$ cat config.mk
export PLATFORM = sky130hd
export DESIGN_NAME = ira_ctrl
export DESIGN_NICKNAME = d
export VERILOG_FILES = /design/src/rtl/ira_pkg.sv /design/src/rtl/ira_ctrl.sv
export SDC_FILE = /design/constraint.sdc
export NUM_CORES = 1
export LEC_CHECK = 0
export BUFFER_PORTS_ARGS = -buffer_cell sky130_fd_sc_hd__buf_2
export CORE_AREA = 10 10 47 49
export DETAILED_ROUTE_END_ITERATION = 6
export DIE_AREA = 0 0 57 59
export GPL_TIMING_DRIVEN = 0
export MAX_ROUTING_LAYER = met4
export SLEW_MARGIN = 20
export SYNTH_ARGS = -nofsm -noshare
export SYNTH_HDL_FRONTEND = slang
export SYNTH_SLANG_ARGS = --single-unit
export TNS_END_PERCENT = 10
$ cat constraint.sdc
create_clock -name clk -period 4.01 [get_ports clk]
set_input_delay 1.203 -clock clk [delete_from_list [all_inputs] [get_ports clk]]
set_output_delay 1.203 -clock clk [all_outputs]
set_load 0.005 [all_outputs]
$ cat src/rtl/ira_pkg.sv
// Shared constants, types and helper functions of the image rotate resampler.
package ira_pkg;

  localparam int MAX_SIDE    = 256;
  localparam int SIDE_BITS   = $clog2(MAX_SIDE);
  localparam int ADDR_BITS   = 2 * SIDE_BITS;
  localparam int MAX_FACTOR  = 8;
  localparam int PIXEL_BITS  = 16;
  localparam int DIV_BITS    = 24;
  localparam int RECIP_SHIFT = 20;

  typedef enum logic [2:0] {
    CFG_SOURCE_WIDTH  = 3'd0,
    CFG_SOURCE_HEIGHT = 3'd1,
    CFG_SINE          = 3'd2,
    CFG_COSINE        = 3'd3,
    CFG_UPSAMPLE      = 3'd4,
    CFG_DOWNSAMPLE    = 3'd5
  } cfg_idx_t;

  typedef struct packed {
    logic [8:0]         src_w;
    logic [8:0]         src_h;
    logic signed [16:0] sine;
    logic [16:0]        cosine;
    logic [3:0]         up;
    logic [3:0]         down;
  } cfg_t;

  typedef enum logic [3:0] {
    OP_NONE,
    OP_GEO0,
    OP_GEO1,
    OP_GEO2,
    OP_DIVW,
    OP_DIVH,
    OP_CHECK,
    OP_INIT,
    OP_MUL,
    OP_XY,
    OP_SDIV,
    OP_ACC,
    OP_DIVM,
    OP_PUBLISH
  } dp_op_t;

  typedef struct packed {
    logic div_done;
    logic fetch_ok;
    logic last_sample;
    logic out_free;
  } dp_stat_t;

  typedef enum logic [1:0] {
    SEL_W,
    SEL_H,
    SEL_MEAN
  } div_sel_t;

  // Round a Q16 value to an integer, away from zero unless exact.
  function automatic logic signed [23:0] round_away(input logic signed [39:0] q);
    logic signed [39:0] t;
    if (q >= 0) begin
      t = (q + 40'sd65535) >>> 16;
    end else begin
      t = -((-q + 40'sd65535) >>> 16);
    end
    return t[23:0];
  endfunction

  function automatic logic [3:0] clamp_factor(input logic [3:0] v);
    logic [3:0] r;
    if (v == 4'd0) begin
      r = 4'd1;
    end else if (v > 4'(MAX_FACTOR)) begin
      r = 4'(MAX_FACTOR);
    end else begin
      r = v;
    end
    return r;
  endfunction

  function automatic logic [8:0] clamp_side(input logic [8:0] v);
    logic [8:0] r;
    if (v == 9'd0) begin
      r = 9'd1;
    end else if (v > 9'(MAX_SIDE)) begin
      r = 9'(MAX_SIDE);
    end else begin
      r = v;
    end
    return r;
  endfunction

  // ceil(2^RECIP_SHIFT / f): exact floor division of an 11-bit coordinate by f.
  function automatic logic [20:0] recip(input logic [3:0] f);
    logic [20:0] r;
    unique case (f)
      4'd2:    r = 21'd524288;
      4'd3:    r = 21'd349526;
      4'd4:    r = 21'd262144;
      4'd5:    r = 21'd209716;
      4'd6:    r = 21'd174763;
      4'd7:    r = 21'd149797;
      4'd8:    r = 21'd131072;
      default: r = 21'd1048576;
    endcase
    return r;
  endfunction

endpackage

$ cat src/rtl/ira_ctrl.sv
// Controller state machine that sequences a fetch through the datapath.
module ira_ctrl (
  input  logic              clk,
  input  logic              rst_n,
  input  logic              in_valid,
  input  logic              in_fetch,
  output logic              in_ready,
  input  ira_pkg::dp_stat_t stat,
  output ira_pkg::dp_op_t   op
);

  typedef enum logic [4:0] {
    ST_IDLE, ST_GEO0, ST_GEO1, ST_GEO2, ST_DIVW, ST_WAITW, ST_DIVH, ST_WAITH,
    ST_CHECK, ST_INIT, ST_MUL, ST_XY, ST_SDIV, ST_ADDR, ST_ACC, ST_DIVM,
    ST_WAITM, ST_FINISH
  } state_t;

  state_t state_r, state_nxt;

  always_comb begin
    state_nxt = state_r;
    op        = ira_pkg::OP_NONE;
    unique case (state_r)
      ST_IDLE:   if (in_valid && in_fetch) state_nxt = ST_GEO0;
      ST_GEO0:   begin op = ira_pkg::OP_GEO0; state_nxt = ST_GEO1; end
      ST_GEO1:   begin op = ira_pkg::OP_GEO1; state_nxt = ST_GEO2; end
      ST_GEO2:   begin op = ira_pkg::OP_GEO2; state_nxt = ST_DIVW; end
      ST_DIVW:   begin op = ira_pkg::OP_DIVW; state_nxt = ST_WAITW; end
      ST_WAITW:  if (stat.div_done) state_nxt = ST_DIVH;
      ST_DIVH:   begin op = ira_pkg::OP_DIVH; state_nxt = ST_WAITH; end
      ST_WAITH:  if (stat.div_done) state_nxt = ST_CHECK;
      ST_CHECK:  begin
        op        = ira_pkg::OP_CHECK;
        state_nxt = stat.fetch_ok ? ST_INIT : ST_FINISH;
      end
      ST_INIT:   begin op = ira_pkg::OP_INIT; state_nxt = ST_MUL; end
      ST_MUL:    begin op = ira_pkg::OP_MUL; state_nxt = ST_XY; end
      ST_XY:     begin op = ira_pkg::OP_XY; state_nxt = ST_SDIV; end
      ST_SDIV:   begin op = ira_pkg::OP_SDIV; state_nxt = ST_ADDR; end
      ST_ADDR:   state_nxt = ST_ACC;
      ST_ACC:    begin
        op        = ira_pkg::OP_ACC;
        state_nxt = stat.last_sample ? ST_DIVM : ST_MUL;
      end
      ST_DIVM:   begin op = ira_pkg::OP_DIVM; state_nxt = ST_WAITM; end
      ST_WAITM:  if (stat.div_done) state_nxt = ST_FINISH;
      ST_FINISH: begin
        if (stat.out_free) begin
          op        = ira_pkg::OP_PUBLISH;
          state_nxt = ST_IDLE;
        end
      end
      default:   state_nxt = ST_IDLE;
    endcase
  end

  always_ff @(posedge clk) begin
    if (!rst_n) begin
      state_r <= ST_IDLE;
    end else begin
      state_r <= state_nxt;
    end
  end

  assign in_ready = (state_r == ST_IDLE);

endmodule

==> flow_summary.yaml <==
status:
  status: "completed"
global_routing:
  grt.total_usage: 0.08237
  grt_pass1_wl_mm: 2.221
  grt_pass1_vias: 509
  grt_max_degree: 11
  antenna_found_initial: 0
  grt_overflow_total: 0
synthesis:
  synth_cell_type_count: 31
  ys_ff_latch: 5
  synth_top_area_cell: "dfxtp_1"
  syn_nets: 73
  netlist.area_leader.share: 0.2128
  synth_warnings: 0
  synth_area_per_cell_um2: 7.238
  synthTopCellsByCount: "nand2_1 (10), o21ai_0 (7), dfxtp_1 (5)"
  ys_top_cells_by_area: "dfxtp_1 (21%), nand2_1 (8.0%), o21ai_0 (7.4%), mux2i_1 (4.3%), o32ai_2 (3.5%)"
  syn_inst: 65
  synth_area_um2: 470.5
  post-synth-top-count-cell: "nand2_1"
  async_flop_share: 0
  synth_ff_type: "dfxtp_1"
  synth_edf_count: 0
  ys_seq_area_frac: 0.2128
critical_path:
  crit_chain: "buf_2 > nand2_1 > or3_1 > o21ai_0 > buf_2"
  start_kind: "input port"
  worstSetupPathType: "in2out"
  cp_common_cell: "buf_2"
  critPathMaxStageDelay_ps: 370
  crit_family: "simple AND/OR/NAND/NOR gates"
  required_ps: 2810
  cp_num_buf_inv: 2
  worstPathMaxFanout: 3
  rrSetupSlack_ps: 2570
  cp.arrival_ps: 1950
  cp_slowest_cell: "or3_1"
  critPathCaptureType: "primary output"
timing:
  setup_violations: 0
  hold_slack_ps: 658.8
  worstMarginPinSlew_ps: 385.9
  slew_violations: 0
  period_minus_slack_ps: 3154
  finalCritPeriodShare: 0.7865
  rsz0062_at_grt: "no"
  skew_ps: 2.432
  slew_headroom: 0.7427
  max_freq_mhz: 317.1
  timing.final.hold_violations: 0
  fin_tns_setup_ps: 0
clock_tree:
  cts_made_buffers: 3
  ctsResizeCount: 0
  clock_sinks: 5
  cts-root-buf: "clkbuf_4"
  h-tree-depth: 1
  clk_latency_ps: 240
  ctsHoldBuffers: 0
  cts_buffer_depth: 2
  clk_pin_slew_ps: 40
  tritoncts: "done"
  cts_setup_buffers: 0
placement:
  place_hpwl_um: 993.7
  place_congestion: 0.8346
  portBuffers: 12
pwr:
  power_density_nw_per_um2: 469.9
  leakage_nw: 0.2343
  irDropWorstVdd_mv: 0.2209
drt:
  wl_per_cell_um: 13.58
  drc: 0
  drt_iter0_drc: 17
  ant_nets: 0
  drtPass1Iterations: 4
  wl_mm: 1.317
  viasPerCell: 5.546
  vias: 538
finish:
  antennaDiodeCount: 0
  multi_input_area_um2: 336.6
  drive_gt1_frac: 0.2840
  reg.largest.list: "state_r: 5 flops"
  area_growth_pct: 22.61
  seq_area_um2: 100.1
  final.fill_count: 154
  fin_nets: 90
  largest_reg_flops: 5
  max_flop_register: "state_r"
floorplan:
  boundaryPins: 13
  start_util: 0.3357
  die_y_um: 59
  core_area_um2: 1401
  dieArea_um2: 3363
  fp.dieW_um: 57
  rows: 14
min_path:
  hp-class: "reg2reg"
job:
  maxCapViolations: 0
per-layer routing:
| metal | share of wire | routed length [um] | up-vias | GRT usage |
|---|---|---|---|---|
| li1 | - | - | 273 | - |
| met1 | 0.47 | 613 | 250 | 0.09558 |
| met2 | 0.48 | 626 | 15 | 0.1225 |
| met3 | 0.058 | 76 | 0 | 0.03648 |
| met4 | 0 | 0 | 0 | 0.03020 |
| met5 | 0 | 0 | - | - |
tightest hold or removal path, delay by kind of cell (launching register included):
kind               cells  cell delay (ps)
DFF                    1              340
and+or+nand+nor        3              230
AOI/OAI and AO/OA      1               50
where the power goes:
group | total, mW | leakage, nW | switching [mW] | internal, mW
Combinational | 0.142 | 0.179 | 0.0778 | 0.0639
Sequential | 0.0718 | 0.0407 | 0.0130 | 0.0588
Clock | 0.0575 | 0.0150 | 0.0200 | 0.0376
Total | 0.271 | 0.234 | 0.111 | 0.160
cells by family after synthesis:
logic type / Yosys count / synth area share
AO/OA/AOI/OAI: 20 / 0.2872
buffers and inverters: 7 / 0.07180
flip-flops: 5 / 0.2128
multiplexers: 3 / 0.06649
AND/OR/NAND/NOR: 30 / 0.3617
layout by cell type, fill, tap and decap left out, types with 2 or more instances in the layout:
master | synthesis | routed
dfxtp_1 | 5 | 5
o21ai_0 | 7 | 7
nand2b_1 | 2 | 2
clkbuf_4 | 0 | 3
nor3_1 | 2 | 2
clkbuf_1 | 1 | 2
nor2b_1 | 2 | 2
a31oi_1 | 2 | 2
nand3b_1 | 2 | 2
nand3_1 | 2 | 2
o211ai_1 | 2 | 2
nand4_1 | 2 | 2
a21oi_1 | 3 | 3
buf_2 | 3 | 15
mux2i_1 | 2 | 2
nand2_1 | 10 | 10
inv_1 | 2 | 2
or3_1 | 2 | 2
final cells by class:
| cell class | count | share of cell area |
|---|---|---|
| multi-input combinational | 53 | 0.5835 |
| timing repair buffer | 12 | 0.1041 |
| tap | 16 | 0.03471 |
| buffer | 5 | 0.04555 |
| sequential | 5 | 0.1735 |
| clock buffer | 4 | 0.04555 |
| inverter | 2 | 0.01302 |
worst paths after layout:
check | cells after the start | endpoint | from
max reg2reg | 5 | state_r[0] | state_r[4]
min reg2reg | 4 | state_r[3] | state_r[1]
max | 5 | op[3] | stat[0]
min | 4 | state_r[3] | state_r[1]
through the flow:
| stage | utilization | setup WS [ps] | cell area, um^2 | instances | power, mW |
|---|---|---|---|---|---|
| after floorplan | - | 1104 | 470.5 | 65 | 0.1723 |
| after global placement | 0.3929 | 855.4 | 550.5 | 93 | 0.2131 |
| after detailed placement | 0.3929 | 863.8 | 550.5 | 93 | 0.2136 |
| after CTS | 0.4116 | 858.8 | 576.8 | 97 | 0.2737 |
| after global routing | 0.4116 | 793.2 | 576.8 | 97 | 0.3000 |
| final | 0.4116 | 856.3 | 576.8 | 97 | 0.2710 |
Power figures use the tool's default switching activity.
